<file path="src/hw/rtl/pol_pkg.sv">
// ----------------------------------------------------------------------------
// Positional ordered list package
// Sizes, command and status codes, and the decoded command record shared by
// the list control and the command check.
// ----------------------------------------------------------------------------
package pol_pkg;

  localparam int DEPTH     = 16;
  localparam int CNT_W     = $clog2(DEPTH + 1);
  localparam int PTR_W     = $clog2(DEPTH);
  localparam int CMD_W     = 3;
  localparam int POS_W     = 5;
  localparam int VAL_W     = 32;
  localparam int ST_W      = 2;
  localparam int OUT_CNT_W = 5;
  localparam int CMP_W     = ((CNT_W > POS_W) ? CNT_W : POS_W) + 1;

  localparam logic [CMD_W-1:0] CMD_INS_FRONT = 3'd0;
  localparam logic [CMD_W-1:0] CMD_INS_BACK  = 3'd1;
  localparam logic [CMD_W-1:0] CMD_INS_AT    = 3'd2;
  localparam logic [CMD_W-1:0] CMD_DEL_FRONT = 3'd3;
  localparam logic [CMD_W-1:0] CMD_DEL_BACK  = 3'd4;
  localparam logic [CMD_W-1:0] CMD_DEL_AT    = 3'd5;
  localparam logic [CMD_W-1:0] CMD_READOUT   = 3'd6;

  localparam logic [ST_W-1:0] ST_OK     = 2'd0;
  localparam logic [ST_W-1:0] ST_BADPOS = 2'd1;
  localparam logic [ST_W-1:0] ST_EMPTY  = 2'd2;
  localparam logic [ST_W-1:0] ST_FULL   = 2'd3;

  localparam logic [1:0] OP_NONE = 2'd0;
  localparam logic [1:0] OP_INS  = 2'd1;
  localparam logic [1:0] OP_DEL  = 2'd2;
  localparam logic [1:0] OP_READ = 2'd3;

  typedef struct packed {
    logic [1:0]       op;
    logic [ST_W-1:0]  status;
    logic [PTR_W-1:0] idx;
  } chk_t;

endpackage

</file>
<file path="src/hw/rtl/pol_store.sv">
// ----------------------------------------------------------------------------
// Positional ordered list element store
// Single-port-write, single-port-read memory with registered read data.
// ----------------------------------------------------------------------------
module pol_store (
  input  logic                              clk,
  input  logic                              we,
  input  logic [pol_pkg::PTR_W-1:0]         waddr,
  input  logic [pol_pkg::VAL_W-1:0]         wdata,
  input  logic [pol_pkg::PTR_W-1:0]         raddr,
  output logic [pol_pkg::VAL_W-1:0]         rdata
);

  logic [pol_pkg::VAL_W-1:0] mem [pol_pkg::DEPTH];

  always_ff @(posedge clk) begin
    if (we) begin
      mem[waddr] <= wdata;
    end
    rdata <= mem[raddr];
  end

endmodule

</file>
<file path="src/hw/rtl/pol_check.sv">
// ----------------------------------------------------------------------------
// Positional ordered list command check
// Validates a command against the current count and yields the operation,
// the status and the 0-based target index of the operation.
// ----------------------------------------------------------------------------
module pol_check (
  input  logic [pol_pkg::CMD_W-1:0] cmd,
  input  logic [pol_pkg::POS_W-1:0] position,
  input  logic [pol_pkg::CNT_W-1:0] count,
  output pol_pkg::chk_t             chk
);

  logic [pol_pkg::CMP_W-1:0] cnt_x;
  logic [pol_pkg::CMP_W-1:0] pos_x;
  logic [pol_pkg::CMP_W-1:0] idx_x;
  logic                      full;
  logic                      empty;

  assign cnt_x = pol_pkg::CMP_W'(count);
  assign pos_x = pol_pkg::CMP_W'(position);
  assign full  = (cnt_x == pol_pkg::CMP_W'(pol_pkg::DEPTH));
  assign empty = (count == '0);

  always_comb begin
    chk.op     = pol_pkg::OP_NONE;
    chk.status = pol_pkg::ST_OK;
    idx_x      = '0;
    unique case (cmd)
      pol_pkg::CMD_INS_FRONT, pol_pkg::CMD_INS_BACK, pol_pkg::CMD_INS_AT: begin
        if (full) begin
          chk.status = pol_pkg::ST_FULL;
        end else if (cmd == pol_pkg::CMD_INS_FRONT) begin
          chk.op = pol_pkg::OP_INS;
        end else if (cmd == pol_pkg::CMD_INS_BACK) begin
          chk.op = pol_pkg::OP_INS;
          idx_x  = cnt_x;
        end else if (pos_x == '0 || pos_x > cnt_x + 1'b1) begin
          chk.status = pol_pkg::ST_BADPOS;
        end else begin
          chk.op = pol_pkg::OP_INS;
          idx_x  = pos_x - 1'b1;
        end
      end
      pol_pkg::CMD_DEL_FRONT, pol_pkg::CMD_DEL_BACK, pol_pkg::CMD_DEL_AT: begin
        if (empty) begin
          chk.status = pol_pkg::ST_EMPTY;
        end else if (cmd == pol_pkg::CMD_DEL_FRONT) begin
          chk.op = pol_pkg::OP_DEL;
        end else if (cmd == pol_pkg::CMD_DEL_BACK) begin
          chk.op = pol_pkg::OP_DEL;
          idx_x  = cnt_x - 1'b1;
        end else if (pos_x == '0 || pos_x > cnt_x) begin
          chk.status = pol_pkg::ST_BADPOS;
        end else begin
          chk.op = pol_pkg::OP_DEL;
          idx_x  = pos_x - 1'b1;
        end
      end
      pol_pkg::CMD_READOUT: begin
        if (empty) begin
          chk.status = pol_pkg::ST_EMPTY;
        end else begin
          chk.op = pol_pkg::OP_READ;
        end
      end
      default: begin
        chk.op = pol_pkg::OP_NONE;
      end
    endcase
    chk.idx = idx_x[pol_pkg::PTR_W-1:0];
  end

endmodule

</file>
<file path="src/hw/rtl/positional_ordered_list.sv">
// ----------------------------------------------------------------------------
// Positional ordered list
// Ordered list of up to DEPTH signed words with insert, delete and read-out
// commands, held in a memory and shifted one entry at a time.
// ----------------------------------------------------------------------------
// A command is taken when start is high and busy is low. Every result word
// appears for exactly one cycle with out_valid high and cannot be held off.
// A failed command, an empty read-out or an unused code gives its result
// in the cycle after it is taken and leaves busy low. An insert at 0-based
// index i walks the list from the tail down to i, and a delete walks it from
// i up to the tail: each moved word costs one memory read and one write on
// the single store port pair. A read-out alternates between issuing a read
// and emitting the registered memory read data, and busy stays high until
// the last word. The last result of a command appears in the same cycle in
// which busy falls.
module positional_ordered_list (
  input  logic                              clk,
  input  logic                              rst_n,
  input  logic                              start,
  output logic                              busy,
  input  logic [pol_pkg::CMD_W-1:0]         in_command,
  input  logic signed [pol_pkg::VAL_W-1:0]  in_value,
  input  logic [pol_pkg::POS_W-1:0]         in_position,
  output logic                              out_valid,
  output logic [pol_pkg::ST_W-1:0]          out_status,
  output logic [pol_pkg::OUT_CNT_W-1:0]     out_count,
  output logic signed [pol_pkg::VAL_W-1:0]  out_element,
  output logic                              out_last
);

  localparam logic [2:0] S_IDLE     = 3'd0;
  localparam logic [2:0] S_INS_RD   = 3'd1;
  localparam logic [2:0] S_INS_WR   = 3'd2;
  localparam logic [2:0] S_DEL_RD   = 3'd3;
  localparam logic [2:0] S_DEL_WR   = 3'd4;
  localparam logic [2:0] S_RD_ISSUE = 3'd5;
  localparam logic [2:0] S_RD_EMIT  = 3'd6;

  logic [2:0]                  state_r, state_nxt;
  logic [pol_pkg::PTR_W-1:0]   ptr_r, ptr_nxt;
  logic [pol_pkg::PTR_W-1:0]   idx_r, idx_nxt;
  logic [pol_pkg::VAL_W-1:0]   val_r, val_nxt;
  logic [pol_pkg::CNT_W-1:0]   count_r, count_nxt;
  logic                        ovalid_r, ovalid_nxt;
  logic [pol_pkg::ST_W-1:0]    ostatus_r, ostatus_nxt;
  logic [pol_pkg::VAL_W-1:0]   oelem_r, oelem_nxt;
  logic                        olast_r, olast_nxt;

  logic                        we;
  logic [pol_pkg::PTR_W-1:0]   waddr;
  logic [pol_pkg::VAL_W-1:0]   wdata;
  logic [pol_pkg::PTR_W-1:0]   raddr;
  logic [pol_pkg::VAL_W-1:0]   rdata;
  logic [pol_pkg::CNT_W-1:0]   ptr_inc;
  pol_pkg::chk_t               chk;

  pol_check u_check (
    .cmd      (in_command),
    .position (in_position),
    .count    (count_r),
    .chk      (chk)
  );

  pol_store u_store (
    .clk   (clk),
    .we    (we),
    .waddr (waddr),
    .wdata (wdata),
    .raddr (raddr),
    .rdata (rdata)
  );

  assign busy    = (state_r != S_IDLE);
  assign ptr_inc = pol_pkg::CNT_W'(ptr_r) + 1'b1;

  always_comb begin
    state_nxt   = state_r;
    ptr_nxt     = ptr_r;
    idx_nxt     = idx_r;
    val_nxt     = val_r;
    count_nxt   = count_r;
    ovalid_nxt  = 1'b0;
    ostatus_nxt = ostatus_r;
    oelem_nxt   = oelem_r;
    olast_nxt   = olast_r;
    we          = 1'b0;
    waddr       = ptr_r;
    wdata       = rdata;
    raddr       = ptr_r;
    unique case (state_r)
      S_IDLE: begin
        if (start) begin
          idx_nxt = chk.idx;
          val_nxt = in_value;
          unique case (chk.op)
            pol_pkg::OP_INS: begin
              ptr_nxt   = count_r[pol_pkg::PTR_W-1:0];
              state_nxt = S_INS_RD;
            end
            pol_pkg::OP_DEL: begin
              ptr_nxt   = chk.idx;
              state_nxt = S_DEL_RD;
            end
            pol_pkg::OP_READ: begin
              ptr_nxt   = '0;
              state_nxt = S_RD_ISSUE;
            end
            default: begin
              ovalid_nxt  = 1'b1;
              ostatus_nxt = chk.status;
              oelem_nxt   = '0;
              olast_nxt   = 1'b1;
            end
          endcase
        end
      end
      // Insert walks from the tail down to the target index, moving one
      // word up per read/write pair, then drops the new word in.
      S_INS_RD: begin
        if (ptr_r == idx_r) begin
          we          = 1'b1;
          wdata       = val_r;
          count_nxt   = count_r + 1'b1;
          ovalid_nxt  = 1'b1;
          ostatus_nxt = pol_pkg::ST_OK;
          oelem_nxt   = '0;
          olast_nxt   = 1'b1;
          state_nxt   = S_IDLE;
        end else begin
          raddr     = ptr_r - 1'b1;
          state_nxt = S_INS_WR;
        end
      end
      S_INS_WR: begin
        we        = 1'b1;
        ptr_nxt   = ptr_r - 1'b1;
        state_nxt = S_INS_RD;
      end
      // Delete walks from the target index up, pulling each next word down.
      S_DEL_RD: begin
        if (ptr_inc >= count_r) begin
          count_nxt   = count_r - 1'b1;
          ovalid_nxt  = 1'b1;
          ostatus_nxt = pol_pkg::ST_OK;
          oelem_nxt   = '0;
          olast_nxt   = 1'b1;
          state_nxt   = S_IDLE;
        end else begin
          raddr     = ptr_r + 1'b1;
          state_nxt = S_DEL_WR;
        end
      end
      S_DEL_WR: begin
        we        = 1'b1;
        ptr_nxt   = ptr_r + 1'b1;
        state_nxt = S_DEL_RD;
      end
      S_RD_ISSUE: begin
        state_nxt = S_RD_EMIT;
      end
      S_RD_EMIT: begin
        ovalid_nxt  = 1'b1;
        ostatus_nxt = pol_pkg::ST_OK;
        oelem_nxt   = rdata;
        olast_nxt   = (ptr_inc == count_r);
        if (ptr_inc == count_r) begin
          state_nxt = S_IDLE;
        end else begin
          ptr_nxt   = ptr_r + 1'b1;
          state_nxt = S_RD_ISSUE;
        end
      end
      default: begin
        state_nxt = S_IDLE;
      end
    endcase
  end

  always_ff @(posedge clk) begin
    if (!rst_n) begin
      state_r  <= S_IDLE;
      count_r  <= '0;
      ovalid_r <= 1'b0;
    end else begin
      state_r  <= state_nxt;
      count_r  <= count_nxt;
      ovalid_r <= ovalid_nxt;
    end
    ptr_r     <= ptr_nxt;
    idx_r     <= idx_nxt;
    val_r     <= val_nxt;
    ostatus_r <= ostatus_nxt;
    oelem_r   <= oelem_nxt;
    olast_r   <= olast_nxt;
  end

  assign out_valid   = ovalid_r;
  assign out_status  = ostatus_r;
  assign out_count   = pol_pkg::OUT_CNT_W'(count_r);
  assign out_element = oelem_r;
  assign out_last    = olast_r;

endmodule

</file>
<file path="config.mk">
export PLATFORM = sky130hd
export DESIGN_NAME = positional_ordered_list
export DESIGN_NICKNAME = d
export VERILOG_FILES = /design/src/hw/rtl/pol_pkg.sv /design/src/hw/rtl/pol_store.sv /design/src/hw/rtl/pol_check.sv /design/src/hw/rtl/positional_ordered_list.sv
export SDC_FILE = /design/constraint.sdc
export NUM_CORES = 1
export LEC_CHECK = 0
export ABC_AREA = 1
export BUFFER_PORTS_ARGS = -buffer_cell sky130_fd_sc_hd__buf_2
export CAP_MARGIN = 40
export CELL_PAD_IN_SITES_DETAIL_PLACEMENT = 1
export CELL_PAD_IN_SITES_GLOBAL_PLACEMENT = 2
export CORE_MARGIN = 2
export CORE_UTILIZATION = 25
export CTS_CLUSTER_DIAMETER = 50
export DETAILED_ROUTE_END_ITERATION = 10
export PLACE_DENSITY = 0.59
export SLEW_MARGIN = 25
export SYNTH_ARGS = -nofsm -noshare
export SYNTH_HDL_FRONTEND = slang
export SYNTH_SLANG_ARGS = --single-unit
export TNS_END_PERCENT = 50
</file>
<file path="constraint.sdc">
create_clock -name clk -period 5.75 [get_ports clk]
set_clock_uncertainty 0.15 [all_clocks]
set_input_delay 0 -clock clk [delete_from_list [all_inputs] [get_ports clk]]
set_output_delay 0 -clock clk [all_outputs]
set_load 0.05 [all_outputs]
</file>
Word level (Yosys, flattened, before mapping) --
Memory sizes are Yosys's and may differ from the RTL's. A register that Yosys moved wholly into a read port is not among the register bits. Index checks and enable logic that the tools add are counted.
Cells by class: $lt $le $gt $ge 3, equality and inequality tests 24, add/subtract/negate cells 8, reductions and logical operators 19, mux-type cells 70
Operators by type and width (count):
- $mux 32 | 6
- $pmux 32 s4 | 1
- $mux 4 | 12
- $mux 2 | 20
- $pmux 3 s7 | 1
- $eq 3x3->1 const B | 6
- $pmux 4 s2 | 2
- $pmux 4 s4 | 1
- $mux 1 | 13
- $eq 3x2->1 const B | 4
- $pmux 2 s3 | 2
- $pmux 4 s3 | 1
- $sub 4x1->4 const B | 3
- $mux 5 | 2
- $ne 2x2->1 const B | 5
- $pmux 5 s2 | 1
- $mux 3 | 3
- $pmux 3 s3 | 1
- $reduce_or 3->1 | 3
- $pmux 1 s4 | 2
- $pmux 2 s4 | 1
- $reduce_bool 4->1 | 2
- $add 5x1->6 const B | 1
- $eq 3x1->1 const B | 2
- 25 further kinds | 29
Word-level totals: bits in writable memories 512, output and inout bits 42, memories kept 1, flip-flop bits (word level) 84, input bits 43, logic and storage cells 134
Memories:
- u_store.mem | depth 16, width 32, rd ports 1, clocked after Yosys merged registers in 1, write ports 1, line pol_store.sv:14 | logic [pol_pkg::VAL_W-1:0] mem [pol_pkg::DEPTH];

Logic depth before layout (Yosys ltp) --
Gate-level depths: netlist of run 1.
word-level depth 13, depth in mapped cells 21

By module --
Synthesis of run 1 repeated with hierarchy kept, for this count alone.
Unflattened totals: cell total of the unflattened synthesis 2657, area total of the unflattened synthesis 27649.0 um2
By module, submodules not included:
- pol_store | area an instance 22730.6 um2, sequential area each 16015.4 um2, cells each 2120, instances 1
- positional_ordered_list | area an instance 4130.2 um2, sequential area each 2432.3 um2, cells each 399, instances 1
- pol_check | area an instance 788.3 um2, sequential area each 0.0 um2, cells each 138, instances 1

Worst setup path after synthesis of run 1 --
No wires, ideal clock.
path type reg2reg, from register count_r (netlist bit out_count[0]), to register oelem_r (netlist bit out_element[0]), enable pin, buffers on the path 1, data required time 5.012 ns, stages on the path, launching flop included 19, arrival time 3.752 ns, setup slack 1.259 ns, clock period less this slack 4.491 ns, setup time 0.588 ns, cells stage by stage dfxtp_1 > clkbuf_1 > inv_1 > ha_1 > inv_1 > ha_1 > a21oi_1 > o21ai_0 > nand2_1 > nand2_1 > nand2_1 > nand2_1 > o21ai_0 > nand2_1 > o21ai_0 > inv_1 > ha_1 > nand2_1 > nand3_1
On the way: cells in the longest elaborated chain, start to end 12, elaborated cells on any way between the ends 25, classes of those cells add/sub: 1; order compare: 3; eq/ne: 6; mux: 10; reduce/logical: 5
Ends and longest elaborated chain:
- from (decl) | line positional_ordered_list.sv:43 | logic [pol_pkg::CNT_W-1:0] count_r, count_nxt;
- from (signal assigned) | line positional_ordered_list.sv:186 | count_r <= count_nxt;
- $add 5x1->6 | line pol_check.sv:37 | end else if (pos_x == '0 || pos_x > cnt_x + 1'b1) begin
- $gt 5x6->1 | line pol_check.sv:37
- $logic_or 1x1->1 | line pol_check.sv:37
- $mux 1 | line pol_check.sv:37
- $mux 2 | line pol_check.sv:34 | end else if (cmd == pol_pkg::CMD_INS_BACK) begin
- $mux 2 | line pol_check.sv:32 | end else if (cmd == pol_pkg::CMD_INS_FRONT) begin
- $mux 2 | line pol_check.sv:30 | if (full) begin
- $pmux 2 s3 | line pol_check.sv:28 | unique case (cmd)
- $eq 2x2->1 / $eq 2x1->1 (equally long branches) | line positional_ordered_list.sv:95 | unique case (chk.op)
- $reduce_or 3->1 (no source line)
- $ne 2x2->1 (no source line)
- $reduce_and 5->1 (no source line) *
- to (signal assigned) | line positional_ordered_list.sv:193 | oelem_r <= oelem_nxt;
- to (decl) | line positional_ordered_list.sv:46 | logic [pol_pkg::VAL_W-1:0] oelem_r, oelem_nxt;
Every way passes the cells marked *; elsewhere a longest branch is shown, timed or not. A chain may end at the register's enable or synchronous reset.

Final worst setup path of run 1 --
from register count_r (netlist bit out_count[0]), to register ptr_r[2] (netlist bit), enable pin
On the way: cells in the longest elaborated chain, start to end 11, elaborated cells on any way between the ends 24, classes of those cells add/sub: 1; order compare: 2; eq/ne: 7; mux: 10; reduce/logical: 4
Ends and longest elaborated chain:
- $add 5x1->6 | line pol_check.sv:37
- $gt 5x6->1 | line pol_check.sv:37
- $logic_or 1x1->1 | line pol_check.sv:37
- $mux 1 | line pol_check.sv:37
- $mux 2 | line pol_check.sv:34
- $mux 2 | line pol_check.sv:32
- $mux 2 | line pol_check.sv:30
- $pmux 2 s3 | line pol_check.sv:28
- $eq 2x2->1 / $eq 2x1->1 (equally long branches) | line positional_ordered_list.sv:95
- $ne 4x1->1 (no source line)
- $reduce_and 4->1 (no source line) *
- to (signal assigned) | line positional_ordered_list.sv:189 | ptr_r <= ptr_nxt;
- to (decl) | line positional_ordered_list.sv:40 | logic [pol_pkg::PTR_W-1:0] ptr_r, ptr_nxt;
Marked as above.

==> impl_metrics.py, run 1 <==
metrics = {
    "outcome": {
        "outcome": "complete, no violations",
    },
    "clock_network": {
        "h-tree-depth": 3,
        "clkSlewWorstSetupHoldPaths_ps": 50,
        "clock_path_buffers": 3,
        "numCtsBuffers": 93,
        "post-cts-setup-buffers": 0,
        "ctsResizeCount": 0,
        "cts_tree": "done",
        "cts_root_buffer": "clkbuf_16",
        "clock-sinks": 628,
        "clkLatencyLatePin_ps": 660,
    },
    "routing": {
        "drt_iter0_drc": 1140,
        "drt_pass1_iterations": 5,
        "ant_nets": 0,
        "via_per_inst": 4.47,
        "routedWlPerCell_um": 19.8,
        "vias": 19600,
        "routed_wl_um": 86600,
        "drc_errors": 0,
    },
    "layout": {
        "area_growth_pct": 24.3,
        "drive_above_1_share_pct": 12.4,
        "post-route-util_pct": 31.3,
        "multi_input_area_um2": 7150,
        "design_area_um2": 34500,
        "fin_nets": 2885,
        "regArea_um2": 18400,
        "diodes": 0,
        "fill_cells": 12300,
    },
    "power_and_ir_drop": {
        "ir_drop_mv": 0.258,
        "p_int_mw": 9.78,
        "switching_share_pct": 26.8,
        "power.switching_mw": 3.59,
        "powerDensity_nw_per_um2": 387,
        "p_leak_nw": 13.9,
        "power_frac_comb_pct": 13.5,
        "seq_power_share_pct": 41.3,
        "power.share.clock_pct": 45.2,
    },
    "min_path": {
        "hold_end": "idx_r[3]$_DFFE_PP_",
        "min_path_cells": 6,
        "hold_start": "in_position[0]",
        "worstHoldPathType": "input pin to register",
    },
    "synthesis": {
        "ys_ff_latch": 628,
        "synth_nets": 2689,
        "synth_edf_count": 587,
        "ys_seq_area_share_pct": 66.4,
        "synthFlopType": "edfxtp_1",
        "synth.top_cell.area_share_pct": 63.4,
        "syn_inst": 2612,
        "synth_top_area_cell": "edfxtp_1",
        "ys_types": 35,
        "avgSynthCellArea_um2": 10.6,
        "netlist_area_um2": 27800,
        "yosys-top-cells-area": "edfxtp_1 63%, nand3_1 11%, nand2_1 6.6%",
        "yosysWarnings": 0,
        "async_flop_share_pct": 0,
    },
    "placed_design": {
        "dp_hpwl_um": 47800,
        "pre_cts_ws_ps": 1290,
        "gp_congestion": 0.746,
        "placed_area_um2": 30400,
        "io_buffers": 84,
    },
    "setup_path": {
        "setup.worst_path.class": "register to register",
        "r2r-start": "out_count[0]$_SDFFE_PN0P_",
        "cp_max_fo": 12,
        "r2r-end": "ptr_r[2]$_DFFE_PP_",
        "reg2reg_slack_ps": 1300,
        "cp.arrival_ps": 4570,
        "r2r.worst_path.cells": 18,
        "worstSetupEndpointType": "register",
        "critPathLaunchType": "register",
        "required_ps": 5870,
    },
    "floorplan": {
        "rows": 122,
        "core-area_um2": 111000,
        "die_w_um": 337,
        "start_util_pct": 25.1,
        "die_h_um": 337,
        "ioPinCount": 85,
        "dieArea_um2": 114000,
    },
    "sta": {
        "fin_ws_ps": 1300,
        "period_minus_slack_ps": 4450,
        "slew_headroom_pct": 42.2,
        "max_freq_mhz": 225,
        "timing_hold_violations_final": 0,
        "whs_ps": 49.4,
        "tightest_slew_ps": 867,
        "drv_slew": 0,
        "setup_viol": 0,
        "tns_ps": 0,
        "fin_crit_sh_pct": 77.4,
        "rsz0062_at_grt": "no",
    },
    "global_route": {
        "grtUsageTotal_pct": 15.3,
        "first_global_vias": 21000,
        "grt_max_degree": 165,
        "grt_pass1_wl_um": 131000,
        "antenna_found_initial": 2,
        "gr-total-overflow": 0,
    },
    "job": {
        "max_cap_viol_count": 0,
    },
}
how the worst max path moves through the flow:
stage,startpoint,end,slack [ps],cells after the start
floorplan,out_count[0]$_SDFFE_PN0P_,out_element[0]$_SDFFCE_PN0P_,1260,18
global placement,ptr_r[0]$_DFFE_PP_,u_store.rdata[10]$_DFF_P_,1190,17
detailed placement,out_count[0]$_SDFFE_PN0P_,ptr_r[2]$_DFFE_PP_,1290,18
CTS,out_count[0]$_SDFFE_PN0P_,ptr_r[2]$_DFFE_PP_,1280,18
global route,out_count[0]$_SDFFE_PN0P_,ptr_r[2]$_DFFE_PP_,870,18
finish,out_count[0]$_SDFFE_PN0P_,ptr_r[2]$_DFFE_PP_,1300,18
synthesized netlist by cell type (3+ instances only):
master,count
nor3_1,13
dfxtp_1,41
nand2_4,4
clkbuf_1,24
buf_4,15
edfxtp_1,587
ha_1,33
xnor2_1,4
nand4_1,3
a21oi_1,22
inv_1,430
inv_2,6
buf_1,5
nand2_1,489
nand3_1,593
xor2_1,10
nor2_1,73
o21ai_0,48
nand3b_1,92
buf_2,100
kinds of logic after synthesis:
logic type | synth area share, %
AO/OA/AOI/OAI | 1.57
XOR/XNOR | 0.441
adder cells (fa/ha/maj) | 1.56
buffers and inverters | 8.53
flip-flops | 66.4
AND/OR/NAND/NOR | 21.5
metrics by stage:
stage / power, mW / instances
2_1_floorplan: 6.68 / 2612
3_3_place_gp: 7.37 / 4108
3_5_place_dp: 7.42 / 4119
4_1_cts: 13.6 / 4375
5_1_grt: 13.9 / 4376
6_report: 13.4 / 4376
state kept, by name, summed over array words and instances (netlist names):
signal / flops
out_valid: 1
ptr_r: 4
val_r: 32
out_element: 32
state_r: 3
u_store.rdata: 32
out_status: 2
u_store.mem: 512
out_last: 1
out_count: 5
idx_r: 4
worst max-delay path, cell delays in order (launching register included):
cell	delay [ps]
dfxtp_1	610
inv_1	230
ha_1	360
inv_1	40
ha_1	290
a21oi_1	150
o21ai_0	90
nand2_1	70
nand2_1	40
nand2_1	120
nand2_1	90
o21ai_0	90
nand2_1	100
o21ai_0	430
inv_1	160
ha_1	300
a21oi_1	140
nor2_1	90
nor3_1	520
power groups by stage:
stage          Combinational (mW)  Sequential (mW)  Clock, mW
2_1_floorplan                1.00             5.68          0
3_3_place_gp                 1.75             5.62          0
3_5_place_dp                 1.80             5.62          0
4_1_cts                      1.86             5.53       6.18
5_1_grt                      2.02             5.53       6.35
6_report                     1.81             5.52       6.04
layer usage:
layer  vias up  routed length (um)  GRT usage, %
li1       9180                   -             -
met1      9929               39200          19.7
met2       334               42300          26.6
met3       130                3000          2.47
met4         0                2050          4.12
met5         -                   0             0
cell usage in the layout, fill, tap and decap left out, types with 5 or more instances in the layout:
master	instances
nand3b_1	92
clkinvlp_4	9
xor2_1	10
dfxtp_1	41
nand3_1	592
dlygate4sd3_1	81
inv_6	10
nor2_4	15
clkbuf_16	94
nor2_1	59
buf_2	84
clkinv_1	5
clkbuf_1	20
nor3_1	9
buf_16	8
edfxtp_1	587
nand2_1	488
buf_4	62
inv_2	7
inv_1	428
a21oi_1	22
bufinv_16	16
clkinv_2	9
buf_12	11
ha_1	33
o21ai_0	46
repair_timing:
item / in CTS / in global routing
endpoints found under the hold margin: 48 / 0
setup endpoints to repair: 0 / 0
hold buffers: 81 / 0
final cells by class:
cell class | count | area share, %
clock buffers | 118 | 7.19
clock inverters | 57 | 2.39
inverters | 436 | 4.74
multi-input cells | 1403 | 20.7
flip-flops and latches | 628 | 53.4
well taps | 1488 | 5.39
repair buffers | 246 | 6.19
Note: power is estimated with default switching activity, not from simulation.
==> run 2, diff against run 1 <==
==> constraint.sdc (replaced) <==
create_clock -name clk -period 4.3 [get_ports clk]
set_clock_uncertainty 0.15 [all_clocks]
set_input_delay 0 -clock clk [delete_from_list [all_inputs] [get_ports clk]]
set_output_delay 0 -clock clk [all_outputs]
set_load 0.05 [all_outputs]
==> run 2 against run 1 <==
Fmax grew 9.5%. Clock power increased by 31%. Global-route usage is essentially flat. Setup slack got worse by 1100 ps.
==> impl_metrics.py, run 2 (synthesis gave the netlist of run 1 again) <==
metrics = {
    "layout": {
        "multi_input_area_um2": 7150,
        "area_growth_pct": 24.9,
        "fill_cells": 12300,
        "design_area_um2": 34700,
        "final_common_cell": "nand3_1",
        "largest_reg_flops": 512,
        "drive_above_1_share_pct": 13.2,
        "regArea_um2": 18400,
        "fin_nets": 2910,
        "final_cell_mix": "592 x nand3_1, 587 x edfxtp_1, 488 x nand2_1",
        "regMostFlops": "u_store.mem",
        "post-route-util_pct": 31.4,
    },
    "placed_design": {
        "gp_congestion": 0.766,
        "dp_hpwl_um": 47400,
        "io_buffers": 84,
        "placed_area_um2": 30600,
    },
    "setup_path": {
        "crit_slowest_cell": "dlygate4sd3_1",
        "required_ps": 4540,
        "max_stage_delay_ps": 560,
        "worst-path-buf-inv": 4,
        "critPathTopFamily": "buffers and inverters",
        "path_cells": "buf_4 > ha_1 > nand3_1 > xor2_1 > ha_1 > nand3_1 > nor2_1 > a21oi_1 > nand2_1 > nand2_1 > o21ai_0 > nand2_1 > dlygate4sd3_1 > nand2_1 > dlygate4sd3_1 > a21oi_1 > dlygate4sd3_1",
        "setup.worst_path.class": "register to register",
        "crit_path_frequent_cell": "nand2_1",
        "cp.arrival_ps": 4300,
        "worstSetupEndpointType": "register",
        "cp_max_fo": 11,
        "critPathLaunchType": "register",
    },
    "power_and_ir_drop": {
        "powerDensity_nw_per_um2": 512,
        "power_mw": 17.8,
        "ir_drop_mv": 0.259,
        "p_leak_nw": 14.0,
    },
    "floorplan": {
        "die_h_um": 337,
        "die_w_um": 337,
        "dieArea_um2": 114000,
        "start_util_pct": 25.1,
        "ioPinCount": 85,
        "core-area_um2": 111000,
        "rows": 122,
    },
    "routing": {
        "via_per_inst": 4.46,
        "ant_nets": 0,
        "routedWlPerCell_um": 19.7,
        "drt_iter0_drc": 973,
        "drc_errors": 0,
        "routed_wl_um": 86600,
        "vias": 19600,
        "drt_pass1_iterations": 5,
    },
    "sta": {
        "tns_ps": 0,
        "period_minus_slack_ps": 4060,
        "timing_hold_violations_final": 0,
        "slew_headroom_pct": 45.8,
        "tightest_slew_ps": 813,
        "max_freq_mhz": 246,
        "fin_crit_sh_pct": 94.5,
        "setup_viol": 0,
        "drv_slew": 0,
        "rsz0062_at_grt": "no",
    },
    "global_route": {
        "grt_pass1_wl_um": 131000,
        "grtUsageTotal_pct": 15.3,
        "antenna_found_initial": 2,
        "grt_max_degree": 101,
        "first_global_vias": 21400,
        "gr-total-overflow": 0,
    },
    "clock_network": {
        "clkSlewWorstSetupHoldPaths_ps": 50,
        "cts_root_buffer": "clkbuf_16",
        "cts_hold_buf": 82,
        "clock_path_buffers": 3,
        "numCtsBuffers": 94,
        "clkLatencyLatePin_ps": 650,
        "ctsResizeCount": 0,
        "cts_tree": "done",
        "clock-sinks": 628,
        "post-cts-setup-buffers": 0,
        "h-tree-depth": 3,
    },
    "outcome": {
        "outcome": "complete, no violations",
    },
    "min_path": {
        "worstHoldPathType": "input pin to register",
    },
    "job": {
        "max_cap_viol_count": 0,
    },
}
## run 2: cell count changes in the layout (fill, tap and decap cells not counted), moves of 3 or more
cell       before  now
buf_4          62   78
clkbuf_1       20    9
buf_16          8    1
inv_6          10    7
clkinv_1        5    8
clkbuf_8        4    8
buf_12         11   25
bufinv_16      16   12
inv_8           0    3
clkinv_2        9   14
## run 2: worst reg2reg max path, cell delays in order, from the launching register on
cell	delay, ps
dfxtp_1	330
buf_4	200
ha_1	200
nand3_1	100
xor2_1	170
ha_1	300
nand3_1	70
nor2_1	90
a21oi_1	50
nand2_1	130
nand2_1	90
o21ai_0	80
nand2_1	80
dlygate4sd3_1	560
nand2_1	50
dlygate4sd3_1	540
a21oi_1	60
dlygate4sd3_1	550
## run 2: power breakdown
part | internal, mW | switching (mW)
clock | 4.94 | 2.96
sequential | 7.30 | 0.0754
combinational | 0.732 | 1.75
total | 13.0 | 4.78
## run 2: area by class of cell
| type | instances | area share, % |
|---|---|---|
| timing repair buffer | 270 | 6.79 |
| inverter | 436 | 4.72 |
| antenna | 1 | 0.00721 |
| multi-input combinational | 1403 | 20.6 |
| sequential | 628 | 53.2 |
| tap | 1488 | 5.37 |
| clock inverter | 61 | 2.08 |
| clock buffer | 112 | 7.27 |
## run 2: stage by stage
stage          setup slack [ps]  instances  hold WS [ps]
6_report                    237       4399          50.4
5_1_grt                    28.3       4398          51.4
2_1_floorplan               244       2612         -51.1
3_3_place_gp                515       4142          28.5
4_1_cts                     219       4398          8.09
3_5_place_dp                442       4143          29.0
## run 2: path summary, 6_finish.rpt
path | from | slack, ps | endpoint | cells after the start
max | out_count[0]$_SDFFE_PN0P_ | 240 | out_status[0]$_SDFFCE_PP0P_ | 17
min | rst_n | 50 | out_count[2]$_SDFFE_PN0P_ | 4
max reg2reg | out_count[0]$_SDFFE_PN0P_ | 240 | out_status[0]$_SDFFCE_PP0P_ | 17
min reg2reg | u_store.rdata[25]$_DFF_P_ | 400 | out_element[25]$_SDFFCE_PN0P_ | 2
## run 2: routing by layer
metal  GRT usage [%]  share of wire (%)  up-vias
met3            2.33                3.8      139
li1                -                  -     9240
met4            5.00                2.7        0
met5               0                  0        -
met2            26.5                 49      335
met1            19.5                 45     9925
